## src/rtl/core/assert_macros.svh

```systemverilog
// ----------------------------------------------------------------------------
// assert_macros
// Assertion helpers used by the RTL (included by i2c_bit_level_master).
// ----------------------------------------------------------------------------
`ifndef ASSERT_MACROS_SVH
`define ASSERT_MACROS_SVH

// expr must hold at every clock edge out of reset
`define CHK_ALWAYS(lbl, clk, rst_n, expr) \
    lbl: assert property (@(posedge clk) disable iff (!rst_n) (expr)) \
        else $error("check failed");

// cons must hold whenever ante holds, same edge
`define CHK_IMPLY(lbl, clk, rst_n, ante, cons) \
    lbl: assert property (@(posedge clk) disable iff (!rst_n) (ante) |-> (cons)) \
        else $error("check failed");

`endif

```

## src/rtl/core/i2cblm_pkg.sv

```systemverilog
// ----------------------------------------------------------------------------
// i2cblm_pkg
// Types, codes and helpers for the I2C bit-level master.
// ----------------------------------------------------------------------------
`default_nettype none

package i2cblm_pkg;

    // hold counter width
    localparam int CNT_W = 8;
    localparam int HOLD_CMP_W = (CNT_W > 8) ? CNT_W : 8;
    localparam logic [CNT_W-1:0] HOLD_MAX = '1;

    // command codes
    localparam logic [2:0] FUNC_NONE  = 3'd0;
    localparam logic [2:0] FUNC_START = 3'd1;
    localparam logic [2:0] FUNC_STOP  = 3'd2;
    localparam logic [2:0] FUNC_SEND  = 3'd3;
    localparam logic [2:0] FUNC_READ  = 3'd4;
    localparam logic [2:0] FUNC_WACK  = 3'd5;
    localparam logic [2:0] FUNC_ACK   = 3'd6;
    localparam logic [2:0] FUNC_NACK  = 3'd7;

    // register indexes
    localparam logic [1:0] CFG_SHORT_HOLD = 2'd0;
    localparam logic [1:0] CFG_LONG_HOLD  = 2'd1;
    localparam logic [1:0] CFG_POLL_LIMIT = 2'd2;

    localparam logic [7:0] SHORT_HOLD_RST = 8'd2;
    localparam logic [7:0] LONG_HOLD_RST  = 8'd30;
    localparam logic [7:0] POLL_LIMIT_RST = 8'd250;

    typedef struct packed {
        logic [2:0] func;
        logic [7:0] tx_byte;
        logic       ack_after_read;
        logic       sda_level;
        logic       tick;
    } t_in_item;

    typedef struct packed {
        logic       scl;
        logic       sda_out;
        logic       sda_drive;
        logic       busy_res;
        logic       done_res;
        logic [7:0] rx_byte;
        logic       ack_failed;
    } t_out_item;

    // zero counts as one tick, saturate to the counter range
    function automatic logic [CNT_W-1:0] load_hold(input logic [7:0] v);
        logic [HOLD_CMP_W-1:0] h;
        h = (v == 8'd0) ? HOLD_CMP_W'(1) : HOLD_CMP_W'(v);
        if (h > HOLD_CMP_W'(HOLD_MAX)) begin
            return HOLD_MAX;
        end
        return h[CNT_W-1:0];
    endfunction

endpackage

`default_nettype wire

```

## src/rtl/core/i2c_bit_level_master.sv

```systemverilog
// ----------------------------------------------------------------------------
// i2c_bit_level_master
// I2C master that sequences SCL and SDA pin levels one clock item at a time.
//
// Each input item stands for one clock of the engine: a command code (taken
// only while idle), the sampled SDA level and a timebase tick. Every accepted
// item yields exactly one result item with the pin levels after that step,
// busy/done status, the last received byte and the ack-failure flag. The
// whole step is one pass of logic from the state registers into the result
// register, and a new item is accepted every cycle as long as the result
// register is empty or being drained in that cycle.
// Holds are counted in timebase ticks; a zero hold register acts as one tick.
// Wait-for-ACK samples SDA at the end of each short hold and, past the poll
// limit, runs a stop sequence and raises ack_failed. Configuration writes
// (short hold, long hold, poll limit) are always accepted and must only be
// issued while the engine is idle.
// ----------------------------------------------------------------------------
`default_nettype none

`include "assert_macros.svh"

module i2c_bit_level_master (
    input  wire                         i_clk,
    input  wire                         i_rst_n,
    input  wire                         i_in_valid,
    output logic                        o_in_ready,
    input  wire i2cblm_pkg::t_in_item   i_in,
    output logic                        o_out_valid,
    input  wire                         i_out_ready,
    output i2cblm_pkg::t_out_item       o_out,
    input  wire                         i_cfg_valid,
    output logic                        o_cfg_ready,
    input  wire  [1:0]                  i_cfg_index,
    input  wire  [7:0]                  i_cfg_data
);

    // sequencer phases
    localparam logic [3:0] PH_IDLE     = 4'd0;
    localparam logic [3:0] PH_ST_A     = 4'd1;
    localparam logic [3:0] PH_ST_B     = 4'd2;
    localparam logic [3:0] PH_SP_A     = 4'd3;
    localparam logic [3:0] PH_SP_B     = 4'd4;
    localparam logic [3:0] PH_WA_POLL  = 4'd5;
    localparam logic [3:0] PH_TX_LOW   = 4'd6;
    localparam logic [3:0] PH_TX_HIGH  = 4'd7;
    localparam logic [3:0] PH_TX_TAIL  = 4'd8;
    localparam logic [3:0] PH_RX_SETUP = 4'd9;
    localparam logic [3:0] PH_RX_LOW   = 4'd10;
    localparam logic [3:0] PH_RX_HIGH  = 4'd11;
    localparam logic [3:0] PH_AK_LOW   = 4'd12;
    localparam logic [3:0] PH_AK_HIGH  = 4'd13;

    // config registers
    logic [7:0] r_short_hold, r_long_hold, r_poll_limit;

    // engine state
    logic [3:0]                   r_phase,  n_phase;
    logic [3:0]                   r_bits,   n_bits;
    logic [i2cblm_pkg::CNT_W-1:0] r_hold,   n_hold;
    logic [7:0]                   r_shift,  n_shift;
    logic [7:0]                   r_polls,  n_polls;
    logic                         r_scl,    n_scl;
    logic                         r_sda,    n_sda;
    logic                         r_drive,  n_drive;
    logic                         r_fail,   n_fail;
    logic                         r_ack,    n_ack;
    logic [7:0]                   r_rx,     n_rx;
    logic                         n_done;

    // result register
    logic                         r_out_valid;
    i2cblm_pkg::t_out_item        r_out;

    logic in_fire;
    logic [i2cblm_pkg::CNT_W-1:0] short_ld, long_ld;
    logic [3:0] bits_inc;

    assign o_in_ready  = !r_out_valid || i_out_ready;
    assign in_fire     = i_in_valid && o_in_ready;
    assign o_cfg_ready = 1'b1;
    assign o_out_valid = r_out_valid;
    assign o_out       = r_out;

    assign short_ld = i2cblm_pkg::load_hold(r_short_hold);
    assign long_ld  = i2cblm_pkg::load_hold(r_long_hold);
    assign bits_inc = r_bits + 4'd1;

    // one engine step
    always_comb begin
        n_phase = r_phase;
        n_bits  = r_bits;
        n_hold  = r_hold;
        n_shift = r_shift;
        n_polls = r_polls;
        n_scl   = r_scl;
        n_sda   = r_sda;
        n_drive = r_drive;
        n_fail  = r_fail;
        n_ack   = r_ack;
        n_rx    = r_rx;
        n_done  = 1'b0;

        if (r_phase == PH_IDLE) begin
            if (i_in.func != i2cblm_pkg::FUNC_NONE) begin
                n_bits = 4'd0;
            end
            unique case (i_in.func) inside
                i2cblm_pkg::FUNC_START: begin
                    n_drive = 1'b1; n_scl = 1'b1; n_sda = 1'b1;
                    n_hold  = long_ld; n_phase = PH_ST_A;
                end
                i2cblm_pkg::FUNC_STOP: begin
                    n_drive = 1'b1; n_scl = 1'b0; n_sda = 1'b0;
                    n_hold  = long_ld; n_phase = PH_SP_A;
                end
                i2cblm_pkg::FUNC_SEND: begin
                    // first data bit goes out with SCL low
                    n_drive = 1'b1; n_scl = 1'b0;
                    n_sda   = i_in.tx_byte[7];
                    n_shift = {i_in.tx_byte[6:0], 1'b0};
                    n_hold  = short_ld; n_phase = PH_TX_LOW;
                end
                i2cblm_pkg::FUNC_READ: begin
                    n_drive = 1'b0; n_ack = i_in.ack_after_read; n_shift = 8'd0;
                    n_hold  = long_ld; n_phase = PH_RX_SETUP;
                end
                i2cblm_pkg::FUNC_WACK: begin
                    n_drive = 1'b0; n_sda = 1'b1; n_scl = 1'b1;
                    n_fail  = 1'b0; n_polls = 8'd0;
                    n_hold  = short_ld; n_phase = PH_WA_POLL;
                end
                i2cblm_pkg::FUNC_ACK, i2cblm_pkg::FUNC_NACK: begin
                    n_scl = 1'b0; n_drive = 1'b1;
                    n_sda = (i_in.func == i2cblm_pkg::FUNC_NACK);
                    n_hold = short_ld; n_phase = PH_AK_LOW;
                end
                default: ;
            endcase
        end else if (i_in.tick) begin
            if (r_hold > i2cblm_pkg::CNT_W'(1)) begin
                n_hold = r_hold - i2cblm_pkg::CNT_W'(1);
            end else begin
                // hold expired: take the next step of the sequence
                n_hold = '0;
                unique case (r_phase)
                    PH_ST_A: begin
                        n_sda = 1'b0; n_hold = short_ld; n_phase = PH_ST_B;
                    end
                    PH_ST_B: begin
                        n_scl = 1'b0; n_phase = PH_IDLE; n_done = 1'b1;
                    end
                    PH_SP_A: begin
                        n_scl = 1'b1; n_hold = short_ld; n_phase = PH_SP_B;
                    end
                    PH_SP_B: begin
                        n_sda = 1'b1; n_phase = PH_IDLE; n_done = 1'b1;
                    end
                    PH_WA_POLL: begin
                        if (!i_in.sda_level) begin
                            n_scl = 1'b0; n_phase = PH_IDLE; n_done = 1'b1;
                        end else if (r_polls >= r_poll_limit) begin
                            // timed out: flag and release the bus with a stop
                            n_fail  = 1'b1;
                            n_drive = 1'b1; n_scl = 1'b0; n_sda = 1'b0;
                            n_hold  = long_ld; n_phase = PH_SP_A;
                        end else begin
                            n_polls = r_polls + 8'd1;
                            n_hold  = short_ld;
                        end
                    end
                    PH_TX_LOW: begin
                        n_scl = 1'b1; n_hold = short_ld; n_phase = PH_TX_HIGH;
                    end
                    PH_TX_HIGH: begin
                        n_scl = 1'b0; n_hold = short_ld; n_phase = PH_TX_TAIL;
                    end
                    PH_TX_TAIL: begin
                        n_bits = bits_inc;
                        if (bits_inc >= 4'd8) begin
                            n_phase = PH_IDLE; n_done = 1'b1;
                        end else begin
                            n_sda   = r_shift[7];
                            n_shift = {r_shift[6:0], 1'b0};
                            n_hold  = short_ld; n_phase = PH_TX_LOW;
                        end
                    end
                    PH_RX_SETUP: begin
                        n_scl = 1'b0; n_hold = short_ld; n_phase = PH_RX_LOW;
                    end
                    PH_RX_LOW: begin
                        n_scl   = 1'b1;
                        n_shift = {r_shift[6:0], i_in.sda_level};
                        n_hold  = short_ld; n_phase = PH_RX_HIGH;
                    end
                    PH_RX_HIGH: begin
                        n_bits = bits_inc;
                        if (bits_inc >= 4'd8) begin
                            // byte complete, follow with ACK or NACK
                            n_rx  = r_shift;
                            n_scl = 1'b0; n_drive = 1'b1; n_sda = !r_ack;
                            n_hold = short_ld; n_phase = PH_AK_LOW;
                        end else begin
                            n_scl = 1'b0; n_hold = short_ld; n_phase = PH_RX_LOW;
                        end
                    end
                    PH_AK_LOW: begin
                        n_scl = 1'b1; n_hold = short_ld; n_phase = PH_AK_HIGH;
                    end
                    PH_AK_HIGH: begin
                        n_scl = 1'b0; n_phase = PH_IDLE; n_done = 1'b1;
                    end
                    default: begin
                        n_phase = PH_IDLE;
                    end
                endcase
            end
        end
    end

    // config writes
    always_ff @(posedge i_clk) begin
        if (!i_rst_n) begin
            r_short_hold <= i2cblm_pkg::SHORT_HOLD_RST;
            r_long_hold  <= i2cblm_pkg::LONG_HOLD_RST;
            r_poll_limit <= i2cblm_pkg::POLL_LIMIT_RST;
        end else if (i_cfg_valid && o_cfg_ready) begin
            unique case (i_cfg_index)
                i2cblm_pkg::CFG_SHORT_HOLD: r_short_hold <= i_cfg_data;
                i2cblm_pkg::CFG_LONG_HOLD:  r_long_hold  <= i_cfg_data;
                i2cblm_pkg::CFG_POLL_LIMIT: r_poll_limit <= i_cfg_data;
                default: ;
            endcase
        end
    end

    // engine state advances once per accepted item
    always_ff @(posedge i_clk) begin
        if (!i_rst_n) begin
            r_phase <= PH_IDLE;
            r_bits  <= 4'd0;
            r_hold  <= '0;
            r_shift <= 8'd0;
            r_polls <= 8'd0;
            r_scl   <= 1'b1;
            r_sda   <= 1'b1;
            r_drive <= 1'b1;
            r_fail  <= 1'b0;
            r_ack   <= 1'b0;
            r_rx    <= 8'd0;
        end else if (in_fire) begin
            r_phase <= n_phase;
            r_bits  <= n_bits;
            r_hold  <= n_hold;
            r_shift <= n_shift;
            r_polls <= n_polls;
            r_scl   <= n_scl;
            r_sda   <= n_sda;
            r_drive <= n_drive;
            r_fail  <= n_fail;
            r_ack   <= n_ack;
            r_rx    <= n_rx;
        end
    end

    // result register
    always_ff @(posedge i_clk) begin
        if (!i_rst_n) begin
            r_out_valid <= 1'b0;
        end else if (in_fire) begin
            r_out_valid <= 1'b1;
        end else if (i_out_ready) begin
            r_out_valid <= 1'b0;
        end
    end

    always_ff @(posedge i_clk) begin
        if (in_fire) begin
            r_out.scl        <= n_scl;
            r_out.sda_out    <= n_sda;
            r_out.sda_drive  <= n_drive;
            r_out.busy_res   <= (n_phase != PH_IDLE);
            r_out.done_res   <= n_done;
            r_out.rx_byte    <= n_rx;
            r_out.ack_failed <= n_fail;
        end
    end

    // a running sequence always has a hold loaded
    `CHK_IMPLY(a_hold_loaded, i_clk, i_rst_n, r_phase != PH_IDLE, r_hold != '0)
    // a finished command reports not busy
    `CHK_IMPLY(a_done_idle, i_clk, i_rst_n, o_out_valid && o_out.done_res, !o_out.busy_res)
    // the master owns SDA through every transmit phase
    `CHK_IMPLY(a_tx_drive, i_clk, i_rst_n,
        r_phase == PH_TX_LOW || r_phase == PH_TX_HIGH || r_phase == PH_TX_TAIL, r_drive)

endmodule

`default_nettype wire

```

## config.mk

```make
export PLATFORM = sky130hd
export DESIGN_NAME = i2c_bit_level_master
export DESIGN_NICKNAME = d
export VERILOG_FILES = /design/src/rtl/core/i2cblm_pkg.sv /design/src/rtl/core/i2c_bit_level_master.sv
export VERILOG_INCLUDE_DIRS = /design/src /design/src/rtl/core
export SDC_FILE = /design/constraint.sdc
export NUM_CORES = 1
export LEC_CHECK = 0
export BUFFER_PORTS_ARGS = -buffer_cell sky130_fd_sc_hd__buf_2
export CORE_MARGIN = 2
export CORE_UTILIZATION = 35
export CTS_BUF_LIST = sky130_fd_sc_hd__clkbuf_2
export DETAILED_ROUTE_END_ITERATION = 16
export PLACE_DENSITY_LB_ADDON = 0.1
export SLEW_MARGIN = 40
export SYNTH_ARGS = -nofsm -noshare
export SYNTH_HDL_FRONTEND = slang
export SYNTH_SLANG_ARGS = --single-unit
export TNS_END_PERCENT = 10
```

## constraint.sdc

```tcl
create_clock -name i_clk -period 4.6 [get_ports i_clk]
set_input_delay 0.23 -clock i_clk [delete_from_list [all_inputs] [get_ports i_clk]]
set_output_delay 0.23 -clock i_clk [all_outputs]
set_load 0.02 [all_outputs]
```

==> key figures <==
Power and ir drop
  • Logic pwr share: 0.265
  • P_sw: 596.7 uW
  • P_leak: 2.176 nW
  • Power Density: roughly 300 mW/mm^2
  • Sw Ratio: 0.3510
  • Int Power: 1.104 mW
  • Seq pwr share: 0.492
  • Tot Pwr: 1.700 mW
  • Peak VDD IR: 0.1297 mV
  • Clk pwr share: 0.243

Job
  • Max-Cap Viols: 0

Synth
  • Compound-Gate Fraction of Synth Area: 0.2327
  • Most numerous cell in the Yosys netlist: dfxtp_1
  • Largest family of logic cells by synthesized area: compound AO/OA/AOI/OAI gates
  • Netlist cell types: 76
  • Top cell type's share of synthesized area: 0.2808
  • EDFF count, synth: 14
  • Post-Syn Area: 0.004990 sq mm
  • Simple-gate share of the synthesized area: 0.2159
  • Flops & latches, synth: 84
  • Mux share of post-synthesis cell area: 0.08375
  • Cells after Synth: 574
  • XOR/XNOR Fraction of Synth Area: 0.01755
  • Synth warn: 0
  • Sequential area share after synthesis: 0.3651
  • Most instantiated cells after synthesis: dfxtp_1, nand2_1, clkbuf_1
  • Syn nets: 615
  • Asr flop ratio synth: 0
  • Synth area leaders: dfxtp_1, edfxtp_1, mux2i_1, nand2_1, nor2b_1
  • Area share of fa/ha/maj cells after synthesis: 0.03210
  • Dominant cell type by area after synthesis: dfxtp_1
  • Main synth FF type: dfxtp_1
  • Syn Area/Cell: 8.693 sq um

Min path
  • Hold EP: o_out[12]
  • Hold Crit Depth: 3
  • Worst Hold Class: in -> reg
  • Hold_sp: i_in[10]

Setup path
  • Max stage delay on crit path: 1000 ps
  • R2r startpoint: r_hold[4]
  • Slowest-stage cell, CP: or4_1
  • Setup CP Type: reg -> reg
  • CP max FO: 17
  • Reg2reg end: r_rx[0]
  • Worst path top cell family by delay: simple AND/OR/NAND/NOR gates
  • Crit start category: flip-flop
  • R2R cell count: 6
  • R2R setup slack: 1670 ps
  • CP Buf/Inv Count: 0
  • Critical path cell sequence: nor4_4 > nand4_2 > or4_1 > nor2_4 > nand2_1 > a21boi_0
  • Crit. End Element: flip-flop
  • Worst EP required: around 5100 ps
  • WP data arrival: 3460 ps

Placement
  • Placement Setup Slack: 1591 ps
  • Final RePlAce weighted congestion: slightly below 0.9
  • Placed instance area: 0.005316 sq mm
  • DP Wirelength: 9301 um
  • I/O Buffers: 44
  • Inst Count DP: 762

STA
  • RSZ-0062 raised after global routing: no
  • Worst slew pin tran: 752.2 ps
  • Final Hold Viols: 0
  • Final setup fails: 0
  • Crit share post-route: 0.6367
  • Slew Viols, Final: 0
  • Fmax: approximately 340 MHz
  • Max-slew headroom: 0.4948
  • Final Skew: 42.27 ps
  • PnR worst setup slack: 1671 ps
  • Min Clock Period, post-route: 2929 ps
  • Setup TNS: 0 ps

GRT
  • Total global-route track usage: 0.1864
  • Global-route wire length before repair: 22060 um
  • Number of global-route vias before repair: between 4000 and 5000
  • Pin count of the biggest net entering global routing: 35
  • Antenna violations before repair: 0
  • GRT overflow: 0

Die
  • Die X: between 100 and 150 um
  • Core Box Area: 0.01388 sq mm
  • Placement row count: 43
  • Starting Density: 0.3595
  • Io pins: 46
  • Die height: ~120 um
  • Die Area: 0.01523 sq mm

Routing
  • Detailed Route Iter0 Violations: 247
  • Routed wire length per instance: 16.58 um
  • TritonRoute pass-1 iters: 5
  • Vias per cell: 5.595
  • Vias: around 4500
  • DRC violations left: 0
  • Detail Route Antenna Nets: 0
  • Final WL: 13260 um

CTS
  • Worst-Skew Late Latency: 600 ps
  • H-tree levels: 3
  • Num CTS Buffers: 9
  • Root buf cell: clkbuf_2
  • CTS tree: done
  • # clock sinks: 84
  • Clock Tree Buf Depth: 2
  • Clk slew on worst S/H paths: about 270 ps

Cells and area
  • Antenna diodes: 0
  • Design area: 0.005664 sq mm
  • Layout Cells excl Fill: 800
  • Layout area overhead: 13.52%
  • Layout cells sized above 1: 0.1532
  • Number of fill cells in the layout: 1391
  • Fin nets: roughly 660

Status
  • Status: finished clean
layer usage:
metal  share of wire  GRT usage  wire [um]  vias to the layer above
met5               0          0          0                        -
met4           0.029    0.07741        378                        0
met3           0.043    0.03552        566                       31
met2            0.46     0.2912       6091                      113
met1            0.47     0.2513       6226                     2107
li1                -          -          -                     2225
through the flow:
step,utilization,hold WS [ps]
2_1_floorplan,-,355.1
3_3_place_gp,0.3826,459.9
3_5_place_dp,0.3830,458.7
4_1_cts,0.4078,9.953
5_1_grt,0.4081,47.38
6_report,0.4081,65.62
worst reg2reg max path: cells and delay by family, from the launching register on:
kind             cells  cell delay (ps)
AO/OA/AOI/OAI        1              140
AND/OR/NAND/NOR      5             2300
flip-flops           1              440
cells by family (layout without fill, tap and decap cells):
family	Yosys count	after routing
simple gates	192	192
compound gates	171	171
flops	84	84
buf+inv	63	109
mux	40	40
fa+ha+maj	13	13
xor+xnor	10	10
other cells	1	1
sequential cells by signal, indices dropped and copies added, names as in the netlist:
signal	cells
r_sda	1
r_ack	1
r_long_hold	8
r_poll_limit	8
r_phase	4
r_bits	4
o_out_valid	1
o_out	14
r_polls	8
r_rx	8
r_shift	8
r_fail	1
r_hold	8
r_drive	1
r_scl	1
r_short_hold	8
power by group through the flow:
stage	clock network [mW]	registers, mW	logic [mW]
finish	0.413	0.836	0.451
global route	0.473	0.844	0.505
CTS	0.439	0.835	0.453
detailed placement	0	0.850	0.438
global placement	0	0.849	0.435
floorplan	0	0.840	0.329
cell type report:
class	instances	area [sq um]	area share
Clock buffer	10	50.05	0.008836
Tap cell	180	225.2	0.03976
Multi-Input combinational cell	427	2922	0.5158
Inverter	20	75.07	0.01325
Clock inverter	6	73.82	0.01303
Timing Repair Buffer	73	493.0	0.08703
Sequential cell	84	1826	0.3223
worst max-delay path by stage:
stage	startpoint	end	slack, ps	cells past startpoint
6_report	r_hold[4]	r_rx[0]	1670	6
2_1_floorplan	r_hold[4]	o_out[1]	2300	6
3_3_place_gp	r_phase[0]	o_out[10]	1620	5
5_1_grt	r_hold[4]	r_rx[0]	1440	6
4_1_cts	r_phase[0]	r_polls[5]	1500	7
3_5_place_dp	r_phase[0]	r_polls[7]	1590	7
layout by cell type, fill, tap and decap left out, types with 4 or more instances in the layout:
cell type and instances:
nand3b_1 9, buf_2 44, xnor2_1 8, buf_4 7, or4_1 8, edfxtp_1 14, mux2i_1 32, o221ai_1 7
nand4_1 4, inv_1 20, nand2_1 49, a21oi_1 33, o31ai_1 7, nand2b_1 4, a211oi_1 5, a31oi_1 14
nor2b_1 28, nor2_1 24, a21o_1 5, clkinv_4 4, nor4_1 6, dfxtp_1 67, a21boi_0 16, mux2_2 6
ha_1 12, o21ai_0 32, dlygate4sd3_1 22, and3_1 5, clkbuf_2 10, o211ai_1 10, nor3_1 14, nand3_1 17
a22o_1 9
timing repair:
| action | CTS | global route |
|---|---|---|
| buffers inserted | 0 | 0 |
| hold buffers | 22 | 0 |
| resized for setup | 0 | 0 |
| hold endpoints to repair | 34 | 0 |
| setup endpoints to repair | 0 | 0 |
No activity file was read; power rests on OpenSTA's default activity.
